--- config.mk ---
export PLATFORM = sky130hd
export DESIGN_NAME = prescaled_downcounter_timer_bank
export DESIGN_NICKNAME = d
export VERILOG_FILES = /design/src/rtl/pdt_pkg.sv /design/src/rtl/pdt_ctrl.sv /design/src/rtl/pdt_datapath.sv /design/src/rtl/prescaled_downcounter_timer_bank.sv
export SDC_FILE = /design/constraint.sdc
export NUM_CORES = 2
export LEC_CHECK = 0
export ABC_AREA = 1
export BUFFER_PORTS_ARGS = -buffer_cell sky130_fd_sc_hd__buf_2
export CAP_MARGIN = 20
export CORE_AREA = 2 2 668 670
export CTS_CLUSTER_SIZE = 16
export DETAILED_ROUTE_END_ITERATION = 12
export DIE_AREA = 0 0 670 672
export PLACE_DENSITY = 0.48
export SYNTH_ARGS = -nofsm -noshare
export SYNTH_HDL_FRONTEND = slang
export SYNTH_HIERARCHICAL = 1
export SYNTH_SLANG_ARGS = --single-unit
--- constraint.sdc ---
create_clock -name aclk -period 12.4 [get_ports aclk]
set_input_delay 1.24 -clock aclk [delete_from_list [all_inputs] [get_ports aclk]]
set_output_delay 1.24 -clock aclk [all_outputs]
set_load 0.05 [all_outputs]
--- src/rtl/pdt_pkg.sv ---
// Shared types and constants for the prescaled down-counter timer bank.
// Used by pdt_ctrl, pdt_datapath and prescaled_downcounter_timer_bank.
package pdt_pkg;

    localparam int SLOTS_PER_BANK_DEF = 16;
    localparam int BANK_COUNT         = 4;
    localparam int CNT_W              = 32;
    localparam int FUNC_W             = 2;
    localparam int BANK_W             = 2;
    localparam int SLOT_IDX_W         = 4;

    localparam int REM_TEN_W      = 4;
    localparam int REM_HUNDRED_W  = 7;
    localparam int REM_THOUSAND_W = 10;

    localparam logic [REM_TEN_W-1:0]      DIV_TEN      = REM_TEN_W'(10);
    localparam logic [REM_HUNDRED_W-1:0]  DIV_HUNDRED  = REM_HUNDRED_W'(100);
    localparam logic [REM_THOUSAND_W-1:0] DIV_THOUSAND = REM_THOUSAND_W'(1000);

    typedef enum logic [FUNC_W-1:0] {
        FUNC_TICK  = 2'd0,
        FUNC_SET   = 2'd1,
        FUNC_CLEAR = 2'd2,
        FUNC_RSVD  = 2'd3
    } func_t;

    typedef enum logic [BANK_W-1:0] {
        BANK_MS         = 2'd0,
        BANK_TEN_MS     = 2'd1,
        BANK_HUNDRED_MS = 2'd2,
        BANK_SECOND     = 2'd3
    } bank_t;

    // controller to datapath
    typedef struct packed {
        logic accept;
        logic sweep_rd;
        logic load_wr;
        logic slot_rd;
        logic out_load;
    } cmd_t;

    // datapath to controller
    typedef struct packed {
        logic is_tick;
        logic is_set;
        logic sweep_last;
    } sts_t;

endpackage

--- src/rtl/pdt_ctrl.sv ---
// Sequencing state machine for the timer bank: accept, slot sweep, set write, readback, output.
// Depends on pdt_pkg for the command and status structs.
module pdt_ctrl (
    input  logic          aclk,
    input  logic          aresetn,
    input  logic          s_valid,
    output logic          s_ready,
    output logic          m_valid,
    input  logic          m_ready,
    input  pdt_pkg::sts_t sts,
    output pdt_pkg::cmd_t cmd
);

    typedef enum logic [2:0] {
        ST_IDLE,
        ST_SWEEP,
        ST_FLUSH,
        ST_WRITE,
        ST_READ,
        ST_WAIT
    } state_t;

    state_t state_reg, state_next;
    logic   s_ready_reg, s_ready_next;
    logic   m_valid_reg, m_valid_next;
    logic   out_free;

    assign out_free = !m_valid_reg || m_ready;

    always_comb begin
        cmd          = '0;
        cmd.accept   = s_valid && s_ready_reg;
        cmd.sweep_rd = (state_reg == ST_SWEEP);
        cmd.load_wr  = (state_reg == ST_WRITE);
        cmd.slot_rd  = (state_reg == ST_READ);
        cmd.out_load = (state_reg == ST_WAIT) && out_free;
    end

    always_comb begin
        state_next   = state_reg;
        s_ready_next = s_ready_reg;
        m_valid_next = m_valid_reg;
        if (m_valid_reg && m_ready) begin
            m_valid_next = 1'b0;
        end
        case (state_reg)
            ST_IDLE: begin
                if (cmd.accept) begin
                    s_ready_next = 1'b0;
                    if (sts.is_tick) begin
                        state_next = ST_SWEEP;
                    end else if (sts.is_set) begin
                        state_next = ST_WRITE;
                    end else begin
                        state_next = ST_READ;
                    end
                end
            end
            ST_SWEEP: begin
                if (sts.sweep_last) begin
                    state_next = ST_FLUSH;
                end
            end
            ST_FLUSH: state_next = ST_READ;
            ST_WRITE: state_next = ST_READ;
            ST_READ:  state_next = ST_WAIT;
            ST_WAIT: begin
                if (out_free) begin
                    m_valid_next = 1'b1;
                    s_ready_next = 1'b1;
                    state_next   = ST_IDLE;
                end
            end
            default: state_next = ST_IDLE;
        endcase
    end

    always_ff @(posedge aclk) begin
        if (!aresetn) begin
            state_reg   <= ST_IDLE;
            s_ready_reg <= 1'b1;
            m_valid_reg <= 1'b0;
        end else begin
            state_reg   <= state_next;
            s_ready_reg <= s_ready_next;
            m_valid_reg <= m_valid_next;
        end
    end

    assign s_ready = s_ready_reg;
    assign m_valid = m_valid_reg;

endmodule

--- src/rtl/pdt_datapath.sv ---
// Datapath of the timer bank: tick counters, remainders, slot memory with valid bits,
// sweep address counters, decrement write-back and output word registers. Uses pdt_pkg.
module pdt_datapath #(
    parameter int SLOTS_PER_BANK = pdt_pkg::SLOTS_PER_BANK_DEF
) (
    input  logic                              aclk,
    input  logic                              aresetn,
    input  pdt_pkg::cmd_t                     cmd,
    output pdt_pkg::sts_t                     sts,
    input  logic [pdt_pkg::FUNC_W-1:0]        s_func,
    input  logic [pdt_pkg::BANK_W-1:0]        s_bank,
    input  logic [pdt_pkg::SLOT_IDX_W-1:0]    s_slot_index,
    input  logic [pdt_pkg::CNT_W-1:0]         s_load_value,
    output logic [pdt_pkg::CNT_W-1:0]         m_slot_value,
    output logic [pdt_pkg::CNT_W-1:0]         m_ms_count,
    output logic [pdt_pkg::CNT_W-1:0]         m_ten_ms_count,
    output logic [pdt_pkg::CNT_W-1:0]         m_hundred_ms_count,
    output logic [pdt_pkg::CNT_W-1:0]         m_second_count
);

    localparam int DEPTH = pdt_pkg::BANK_COUNT * SLOTS_PER_BANK;
    localparam int AW    = $clog2(DEPTH);
    localparam int SLW   = (SLOTS_PER_BANK > 1) ? $clog2(SLOTS_PER_BANK) : 1;
    localparam int CW    = pdt_pkg::CNT_W;
    localparam int BW    = pdt_pkg::BANK_W;
    localparam int R1W   = pdt_pkg::REM_TEN_W;
    localparam int R2W   = pdt_pkg::REM_HUNDRED_W;
    localparam int R3W   = pdt_pkg::REM_THOUSAND_W;

    pdt_pkg::func_t     in_func;
    logic               in_slot_ok;
    logic [AW-1:0]      in_addr;

    logic [CW-1:0]  ms_reg, ms_next, ten_reg, ten_next;
    logic [CW-1:0]  hun_reg, hun_next, sec_reg, sec_next;
    logic [R1W-1:0] r1_reg, r1_next;
    logic [R2W-1:0] r2_reg, r2_next;
    logic [R3W-1:0] r3_reg, r3_next;
    logic [pdt_pkg::BANK_COUNT-1:0] fire_reg, fire_next;

    logic               slot_ok_reg;
    logic [AW-1:0]      addr_reg;
    logic [CW-1:0]      load_reg;

    logic [AW-1:0]      sw_addr_reg;
    logic [SLW-1:0]     sw_slot_reg;
    logic [BW-1:0]      sw_bank_reg;
    logic               wb_pend_reg;
    logic [AW-1:0]      wb_addr_reg;
    logic [BW-1:0]      wb_bank_reg;

    logic [CW-1:0]      mem_reg [DEPTH];
    logic [DEPTH-1:0]   vld_reg;
    logic [CW-1:0]      rdata_reg;
    logic               rvld_reg;
    logic [CW-1:0]      rd_word;

    logic               wr_en;
    logic [AW-1:0]      wr_addr;
    logic [CW-1:0]      wr_data;
    logic               rd_en;
    logic [AW-1:0]      rd_addr;

    logic [CW-1:0]  out_slot_reg, out_ms_reg, out_ten_reg, out_hun_reg, out_sec_reg;

    assign in_func    = pdt_pkg::func_t'(s_func);
    assign in_slot_ok = 32'(s_slot_index) < 32'(SLOTS_PER_BANK);
    assign in_addr    = in_slot_ok ? AW'(AW'(s_bank) * AW'(SLOTS_PER_BANK) + AW'(s_slot_index))
                                   : AW'(AW'(s_bank) * AW'(SLOTS_PER_BANK));

    assign sts.is_tick    = (in_func == pdt_pkg::FUNC_TICK);
    assign sts.is_set     = (in_func == pdt_pkg::FUNC_SET);
    assign sts.sweep_last = (sw_addr_reg == AW'(DEPTH - 1));

    // tick counters and remainders
    always_comb begin
        ms_next   = ms_reg;
        ten_next  = ten_reg;
        hun_next  = hun_reg;
        sec_next  = sec_reg;
        r1_next   = r1_reg;
        r2_next   = r2_reg;
        r3_next   = r3_reg;
        fire_next = fire_reg;
        if (cmd.accept) begin
            fire_next = '0;
            case (in_func)
                pdt_pkg::FUNC_TICK: begin
                    ms_next = ms_reg + CW'(1);
                    if (ms_next == '0) begin
                        r1_next = '0;
                        r2_next = '0;
                        r3_next = '0;
                    end else begin
                        r1_next = (r1_reg + R1W'(1) >= pdt_pkg::DIV_TEN) ? '0 : r1_reg + R1W'(1);
                        r2_next = (r2_reg + R2W'(1) >= pdt_pkg::DIV_HUNDRED) ? '0
                                                                            : r2_reg + R2W'(1);
                        r3_next = (r3_reg + R3W'(1) >= pdt_pkg::DIV_THOUSAND) ? '0
                                                                             : r3_reg + R3W'(1);
                    end
                    fire_next[pdt_pkg::BANK_MS] = 1'b1;
                    if (r1_next == '0) begin
                        ten_next = ten_reg + CW'(1);
                        fire_next[pdt_pkg::BANK_TEN_MS] = 1'b1;
                    end
                    if (r2_next == '0) begin
                        hun_next = hun_reg + CW'(1);
                        fire_next[pdt_pkg::BANK_HUNDRED_MS] = 1'b1;
                    end
                    if (r3_next == '0) begin
                        sec_next = sec_reg + CW'(1);
                        fire_next[pdt_pkg::BANK_SECOND] = 1'b1;
                    end
                end
                pdt_pkg::FUNC_CLEAR: begin
                    case (pdt_pkg::bank_t'(s_bank))
                        pdt_pkg::BANK_MS: begin
                            ms_next = '0;
                            r1_next = '0;
                            r2_next = '0;
                            r3_next = '0;
                        end
                        pdt_pkg::BANK_TEN_MS:     ten_next = '0;
                        pdt_pkg::BANK_HUNDRED_MS: hun_next = '0;
                        pdt_pkg::BANK_SECOND:     sec_next = '0;
                        default:                  ms_next  = ms_reg;
                    endcase
                end
                default: begin
                    ms_next = ms_reg;
                end
            endcase
        end
    end

    always_ff @(posedge aclk) begin
        if (!aresetn) begin
            ms_reg   <= '0;
            ten_reg  <= '0;
            hun_reg  <= '0;
            sec_reg  <= '0;
            r1_reg   <= '0;
            r2_reg   <= '0;
            r3_reg   <= '0;
            fire_reg <= '0;
        end else begin
            ms_reg   <= ms_next;
            ten_reg  <= ten_next;
            hun_reg  <= hun_next;
            sec_reg  <= sec_next;
            r1_reg   <= r1_next;
            r2_reg   <= r2_next;
            r3_reg   <= r3_next;
            fire_reg <= fire_next;
        end
    end

    // item capture
    always_ff @(posedge aclk) begin
        if (cmd.accept) begin
            slot_ok_reg <= in_slot_ok;
            addr_reg    <= in_addr;
            load_reg    <= s_load_value;
        end
    end

    // sweep address counters and write-back pipeline
    always_ff @(posedge aclk) begin
        if (!aresetn) begin
            sw_addr_reg <= '0;
            sw_slot_reg <= '0;
            sw_bank_reg <= '0;
            wb_pend_reg <= 1'b0;
        end else begin
            wb_pend_reg <= cmd.sweep_rd;
            if (cmd.accept) begin
                sw_addr_reg <= '0;
                sw_slot_reg <= '0;
                sw_bank_reg <= '0;
            end else if (cmd.sweep_rd) begin
                sw_addr_reg <= sw_addr_reg + AW'(1);
                if (sw_slot_reg == SLW'(SLOTS_PER_BANK - 1)) begin
                    sw_slot_reg <= '0;
                    sw_bank_reg <= sw_bank_reg + BW'(1);
                end else begin
                    sw_slot_reg <= sw_slot_reg + SLW'(1);
                end
            end
        end
    end

    always_ff @(posedge aclk) begin
        wb_addr_reg <= sw_addr_reg;
        wb_bank_reg <= sw_bank_reg;
    end

    // slot memory
    assign rd_word = rvld_reg ? rdata_reg : '0;
    assign wr_en   = (cmd.load_wr && slot_ok_reg) || (wb_pend_reg && fire_reg[wb_bank_reg]);
    assign wr_addr = cmd.load_wr ? addr_reg : wb_addr_reg;
    assign wr_data = cmd.load_wr ? load_reg : rd_word - CW'(rd_word != '0);
    assign rd_en   = cmd.sweep_rd || cmd.slot_rd;
    assign rd_addr = cmd.slot_rd ? addr_reg : sw_addr_reg;

    always_ff @(posedge aclk) begin
        if (wr_en) begin
            mem_reg[wr_addr] <= wr_data;
        end
        if (rd_en) begin
            rdata_reg <= mem_reg[rd_addr];
            rvld_reg  <= vld_reg[rd_addr];
        end
    end

    always_ff @(posedge aclk) begin
        if (!aresetn) begin
            vld_reg <= '0;
        end else if (wr_en) begin
            vld_reg[wr_addr] <= 1'b1;
        end
    end

    // output words
    always_ff @(posedge aclk) begin
        if (cmd.out_load) begin
            out_slot_reg <= slot_ok_reg ? rd_word : '0;
            out_ms_reg   <= ms_reg;
            out_ten_reg  <= ten_reg;
            out_hun_reg  <= hun_reg;
            out_sec_reg  <= sec_reg;
        end
    end

    assign m_slot_value       = out_slot_reg;
    assign m_ms_count         = out_ms_reg;
    assign m_ten_ms_count     = out_ten_reg;
    assign m_hundred_ms_count = out_hun_reg;
    assign m_second_count     = out_sec_reg;

endmodule

--- src/rtl/prescaled_downcounter_timer_bank.sv ---
// Timer bank top level: four banks of SLOTS_PER_BANK down-counters plus decade tick counters.
// A tick word sweeps the slot memory one entry per cycle, then flushes, reads back and outputs;
// a set word writes, reads back and outputs; a clear or reserved word reads back and outputs.
// One word at a time: the next is taken once the last is in the output register, where it waits.
// Reset: aresetn synchronous, active low; clears counters and all slot valid bits at once.
// Depends on pdt_pkg, pdt_ctrl and pdt_datapath.
module prescaled_downcounter_timer_bank #(
    parameter int SLOTS_PER_BANK = pdt_pkg::SLOTS_PER_BANK_DEF
) (
    input  logic                              aclk,
    input  logic                              aresetn,
    input  logic                              s_valid,
    output logic                              s_ready,
    input  logic [pdt_pkg::FUNC_W-1:0]        s_func,
    input  logic [pdt_pkg::BANK_W-1:0]        s_bank,
    input  logic [pdt_pkg::SLOT_IDX_W-1:0]    s_slot_index,
    input  logic [pdt_pkg::CNT_W-1:0]         s_load_value,
    output logic                              m_valid,
    input  logic                              m_ready,
    output logic [pdt_pkg::CNT_W-1:0]         m_slot_value,
    output logic [pdt_pkg::CNT_W-1:0]         m_ms_count,
    output logic [pdt_pkg::CNT_W-1:0]         m_ten_ms_count,
    output logic [pdt_pkg::CNT_W-1:0]         m_hundred_ms_count,
    output logic [pdt_pkg::CNT_W-1:0]         m_second_count
);

    pdt_pkg::cmd_t cmd;
    pdt_pkg::sts_t sts;

    pdt_ctrl u_ctrl (
        .aclk    (aclk),
        .aresetn (aresetn),
        .s_valid (s_valid),
        .s_ready (s_ready),
        .m_valid (m_valid),
        .m_ready (m_ready),
        .sts     (sts),
        .cmd     (cmd)
    );

    pdt_datapath #(
        .SLOTS_PER_BANK (SLOTS_PER_BANK)
    ) u_datapath (
        .aclk               (aclk),
        .aresetn            (aresetn),
        .cmd                (cmd),
        .sts                (sts),
        .s_func             (s_func),
        .s_bank             (s_bank),
        .s_slot_index       (s_slot_index),
        .s_load_value       (s_load_value),
        .m_slot_value       (m_slot_value),
        .m_ms_count         (m_ms_count),
        .m_ten_ms_count     (m_ten_ms_count),
        .m_hundred_ms_count (m_hundred_ms_count),
        .m_second_count     (m_second_count)
    );

endmodule
After elaboration in Yosys (flattened, before gate mapping)
Memory sizes are Yosys's and may differ from the RTL's. A register that Yosys moved wholly into a read port is not among the register bits.
Index checks and enable logic that the tools add are counted.
{"block": "totals", "regBits": 442, "ram_bits": 2048, "inputBits": 44, "out_inout_bits": 162, "wordCells": 156, "mem_count": 1}
{"memory": "u_datapath.mem_reg", "words": 64, "width": 32, "read_ports": 1, "rd_clocked_by_memory_dff": 1, "write_ports": 1, "line": "pdt_datapath.sv:52", "text": "logic [CW-1:0] mem_reg [DEPTH];"}
{"block": "op_classes", "n_addsub": 12, "magnitude_cmp": 7, "n_eq_ne": 22, "mux": 58, "bitwise": 2, "reduce_logical": 28}
{"op": "32-bit two-way mux", "n": 9}
{"op": "32-bit one-hot mux with 2 select lines", "n": 4}
{"op": "32-bit by 1-bit adder with 32-bit output (second input constant)", "n": 4}
{"op": "64-bit OR", "n": 1}
{"op": "10-bit two-way mux", "n": 5}
{"op": "7-bit two-way mux", "n": 5}
{"op": "32-bit logical NOT", "n": 1}
{"op": "32-bit nonzero test", "n": 1}
{"op": "32-bit by 1-bit subtractor with 32-bit output", "n": 1}
{"op": "4-bit two-way mux", "n": 7}
{"op": "10-bit one-hot mux with 2 select lines", "n": 1}
{"op": "3-bit two-way mux", "n": 5}
{"op": "3-bit one-hot mux with 5 select lines", "n": 1}
{"op": "6-bit by 7-bit less-than comparator with 1-bit output (second input constant)", "n": 2}
{"op": "7-bit one-hot mux with 2 select lines", "n": 1}
{"op": "1-bit two-way mux", "n": 13}
{"op": "6-bit two-way mux", "n": 2}
{"op": "4-bit AND reduction", "n": 3}
{"op": "10-bit by 1-bit adder with 10-bit output (second input constant)", "n": 1}
{"op": "10-bit greater-or-equal comparator (second input constant)", "n": 1}
{"op": "10-bit logical NOT", "n": 1}
{"op": "2-bit by 1-bit != test with 1-bit output (second input constant)", "n": 5}
{"op": "2-bit != test (second input constant)", "n": 5}
{"op": "3-bit AND reduction", "n": 3}
{"op": "other kinds (32)", "n": 47}

Logic depth before layout (Yosys ltp)
{"block": "logic_depth", "depth_word": 9, "mapped_depth": 25, "mapped_depth_nobuf": 24}

Hierarchy
The synthesis kept the hierarchy.
{"module": "pdt_datapath", "instances": 1, "cells_each": 8520, "area_per_inst_um2": 101113.2, "seq_area_each_um2": 73200.2}
{"module": "pdt_ctrl", "instances": 1, "cells_each": 52, "area_per_inst_um2": 309.0, "seq_area_each_um2": 100.1}

Least setup slack after synthesis
OpenSTA, ideal clock, no wires.
{"block": "synth_path", "path_type": "reg2reg", "startpoint": "reg u_datapath.rvld_reg", "endpoint": "mem u_datapath/mem_reg[0][28] in the netlist's numbering (data pin)", "arrival_time_ps": 5909, "required_ps": 11698, "path_slack_ps": 5790, "path_stages_with_launch": 25, "synth_period_minus_slack_ps": 6610, "path_cell_list": "edfxtp_1 > buf_2 > buf_1 > buf_1 > nand2_1 > inv_1 > nor2_1 > nand2_1 > nor4_1 > nand4_1 > ha_1 > ha_1 > nand2_1 > nor2_1 > inv_1 > nor2_1 > inv_1 > nor2_1 > nand3_1 > nor3_1 > nand2_1 > nor2_2 > nand3_1 > xor2_1 > o21ai_0"}
{"block": "synth_via", "elab_chain_len": 4}
{"element": "start, declared", "line": "pdt_datapath.sv:55", "text": "logic rvld_reg;"}
{"element": "start signal, assigned", "line": "pdt_datapath.sv:211", "text": "rvld_reg <= vld_reg[rd_addr];"}
{"element": "32-bit two-way mux (*)", "line": "pdt_datapath.sv:198", "text": "assign rd_word = rvld_reg ? rdata_reg : '0;"}
{"element": "via u_datapath.rd_word[21]", "line": "pdt_datapath.sv:56", "text": "logic [CW-1:0] rd_word;"}
{"element": "32-bit nonzero test", "line": "pdt_datapath.sv:201", "text": "assign wr_data = cmd.load_wr ? load_reg : rd_word - CW'(rd_word != '0);"}
{"element": "32-bit by 1-bit subtractor with 32-bit output (*)", "line": "pdt_datapath.sv:201"}
{"element": "32-bit two-way mux (*)", "line": "pdt_datapath.sv:201"}
{"element": "via u_datapath.wr_data[28]", "line": "pdt_datapath.sv:60", "text": "logic [CW-1:0] wr_data;"}
{"element": "end, declared", "line": "pdt_datapath.sv:52"}
Mark *: on every way through the listed nets, which the timed path passes. The rest lies on a longest branch.

==> impl_metrics.toml <==
[worst_setup_path]
r2r_end = "u_datapath/rdata_reg[15]"
crit_type = "flop to flop"
crit_chain = "nor2_2, inv_1, nor2_2, o21ai_4, buf_4, inv_8, buf_12, buf_12, buf_4, o21ai_0, o22ai_1, nor2_1, o221ai_1, nand3_1, nand2_1"
cp.arrival_ns = 6.92
r2r_setup_slack_ns = 6.21
worst_path_largest_cell_delay_ns = 0.71
rr_startpoint = "u_ctrl/state_reg[0]"
cp.required_ns = 13.13
r2r_cells = 15
start_kind = "flop"
cp_max_fo = 185
crit_family = "buffers and inverters"
critPathSlowestCell = "nor2_2"
crit_path_end_kind = "flop"
critPathBufInv = 6

[drt]
drt-initial-drc-count = 7621
ant_nets = 0
vias_per_cell = 4.72
dr.pass1.iters = 5
routedWlPerCell_um = 22.3
totalWireLength_mm = 332
drc = 0
route.vias.total = 70100

[place]
dp_hpwl_mm = 177
gp_congestion = 0.809
io_buffer_count = 205

[status]
status = "finished, final reports clean"

[global_route]
track_usage = 0.141
grt_max_degree = 186
grt_pass1_wl_mm = 474
grt_pass1_vias = 65600
antenna_found_initial = 35
overflow = 0

[logic_synthesis]
synth_cells = 8572
synthFlopType = "edfxtp_1"
synth_top_area_share = 0.675
syn_area_per_cell_um2 = 11.8
async_reset_ff_frac = 0
yosysSeqAreaShare = 0.723
ys_ff_latch = 2522
synth_top_area_cell = "edfxtp_1"
synth.top_cells.by_area = "edfxtp_1 67%, o21ai_0 6.8%, nor2_1 6.1%"
synth_area_um2 = 101000
yosysWarningCount = 6
yosysUniqueCellTypes = 43
synth_common_cells = "2279 x edfxtp_1, 1658 x nor2_1, 1382 x o21ai_0"
synth_edf_count = 2279
synth_fp_nets = 8629
synthMostInstantiatedCell = "edfxtp_1"

[timing]
worstMarginPinSlew_ns = 1.21
setup_violations = 0
hold_viol = 0
slew_viol_final = 0
timing.final.crit_share = 0.499
fin_crit_ns = 6.19
finClkSkew_ns = 0.0625
worst_slew_margin_rel = 0.189
fmaxAchievable_ghz = 0.161
rsz0062_at_grt = "false"
tns_ns = 0

[floorplanning]
core_area_um2 = 444000
die_h_um = 672
boundaryPins = 206
die_area_um2 = 450000
rows = 245
initial_utilization = 0.229
die_w_um = 670

[cts]
cts_buffer_depth = 4
clock-sinks = 2522
post-cts-setup-buffers = 0
cts_root_buffer = "clkbuf_16"
ctsResizeCount = 0
clk_latency_ns = 0.87
cts_tree = "done"
htree_levels = 5
cts_hold_buf = 0
cts_buffers = 285
clkTransAtPathRegs_ns = 0.06

[min_path]
worstHoldPathType = "flop to flop"
hold_end = "u_datapath/wb_bank_reg[0]"
holdPathStages = 0
min_from = "u_datapath/sw_bank_reg[0]"

[run]
cap_violations = 0

[power]
pwr_density_cell_nw_per_um2 = 234
peakVddDrop_mv = 0.229
power_leakage_nw = 38.0
power_mw = 27.7

[cells_and_area]
largest_reg_flops = 2048
nNetsFinal = 8764
layout-drive-gt1-share = 0.105
area_delta_synth_final_pct = 17.0
## cells by family (layout without fill, tap and decap cells)
kind of cell,count (synthesis),after routing,synth area share
AO/OA/AOI/OAI,2285,2285,0.125
XOR/XNOR,62,62,0.00535
adder cells (fa/ha/maj),13,13,0.00160
buffers and inverters,883,1226,0.0331
flip-flops,2522,2522,0.723
multiplexers,1,1,0.0000987
other,0,16,0
AND/OR/NAND/NOR,2806,2806,0.112
## through the flow
stage	area (um^2)	instances	setup slack, ns	util	hold WS, ns
3_5_place_dp	110000	14300	6.09	0.248	0.357
4_1_cts	119000	14800	6.09	0.267	0.365
2_1_floorplan	101000	8572	5.79	-	0.346
5_1_grt	119000	14800	5.69	0.268	0.373
3_3_place_gp	110000	14300	6.03	0.248	0.351
6_report	119000	14900	6.21	0.268	0.365
## placed cells by master (no fill, tap or decap), types with 50 or more instances in the layout
cell type	instances
a21oi_1	177
buf_2	205
buf_4	165
clkbuf_1	74
clkbuf_16	297
clkinv_2	50
dfxtp_1	243
edfxtp_1	2279
inv_1	267
inv_2	59
nand2_1	665
nand3_1	299
nor2_1	1655
nor3_1	70
o21ai_0	1359
o221ai_1	124
o22ai_1	513
## where the power goes
part           total [mW]  switching (mW)  internal, mW  leakage (nW)
sequential           11.5           0.292          11.2          22.7
combinational        8.17            6.39          1.79          11.0
clock                8.09            3.41          4.68          4.29
total                27.7            10.1          17.6          38.0
## metal layers
metal	vias to the layer above	track usage	routed length, um
met3	395	0.0240	24000
met2	2530	0.218	147000
met1	35700	0.207	155000
met5	-	0	44
met4	8	0.0286	6130
li1	31500	-	-
## how the worst max path moves through the flow
| stage | start | end | slack (ns) | cells past startpoint |
|---|---|---|---|---|
| floorplan | u_datapath/rvld_reg | u_datapath/mem_reg[0][28] | 5.79 | 24 |
| global placement | u_ctrl/state_reg[0] | u_datapath/rdata_reg[15] | 6.03 | 15 |
| detailed placement | u_ctrl/state_reg[0] | u_datapath/rdata_reg[15] | 6.09 | 15 |
| CTS | u_ctrl/state_reg[0] | u_datapath/rdata_reg[15] | 6.09 | 15 |
| global route | u_ctrl/state_reg[1] | u_datapath/rdata_reg[15] | 5.69 | 15 |
| finish | u_ctrl/state_reg[0] | u_datapath/rdata_reg[15] | 6.21 | 15 |
## cell type report
class	count	area [um^2]
flip-flops and latches	2522	73300
clock buffers	381	7850
inverters	344	1340
diodes	16	40.0
repair buffers	387	2570
multi-input cells	5167	25300
well taps	5928	7420
fillers	46100	325000
clock inverters	114	907
Note: power is estimated with default switching activity, not from simulation.
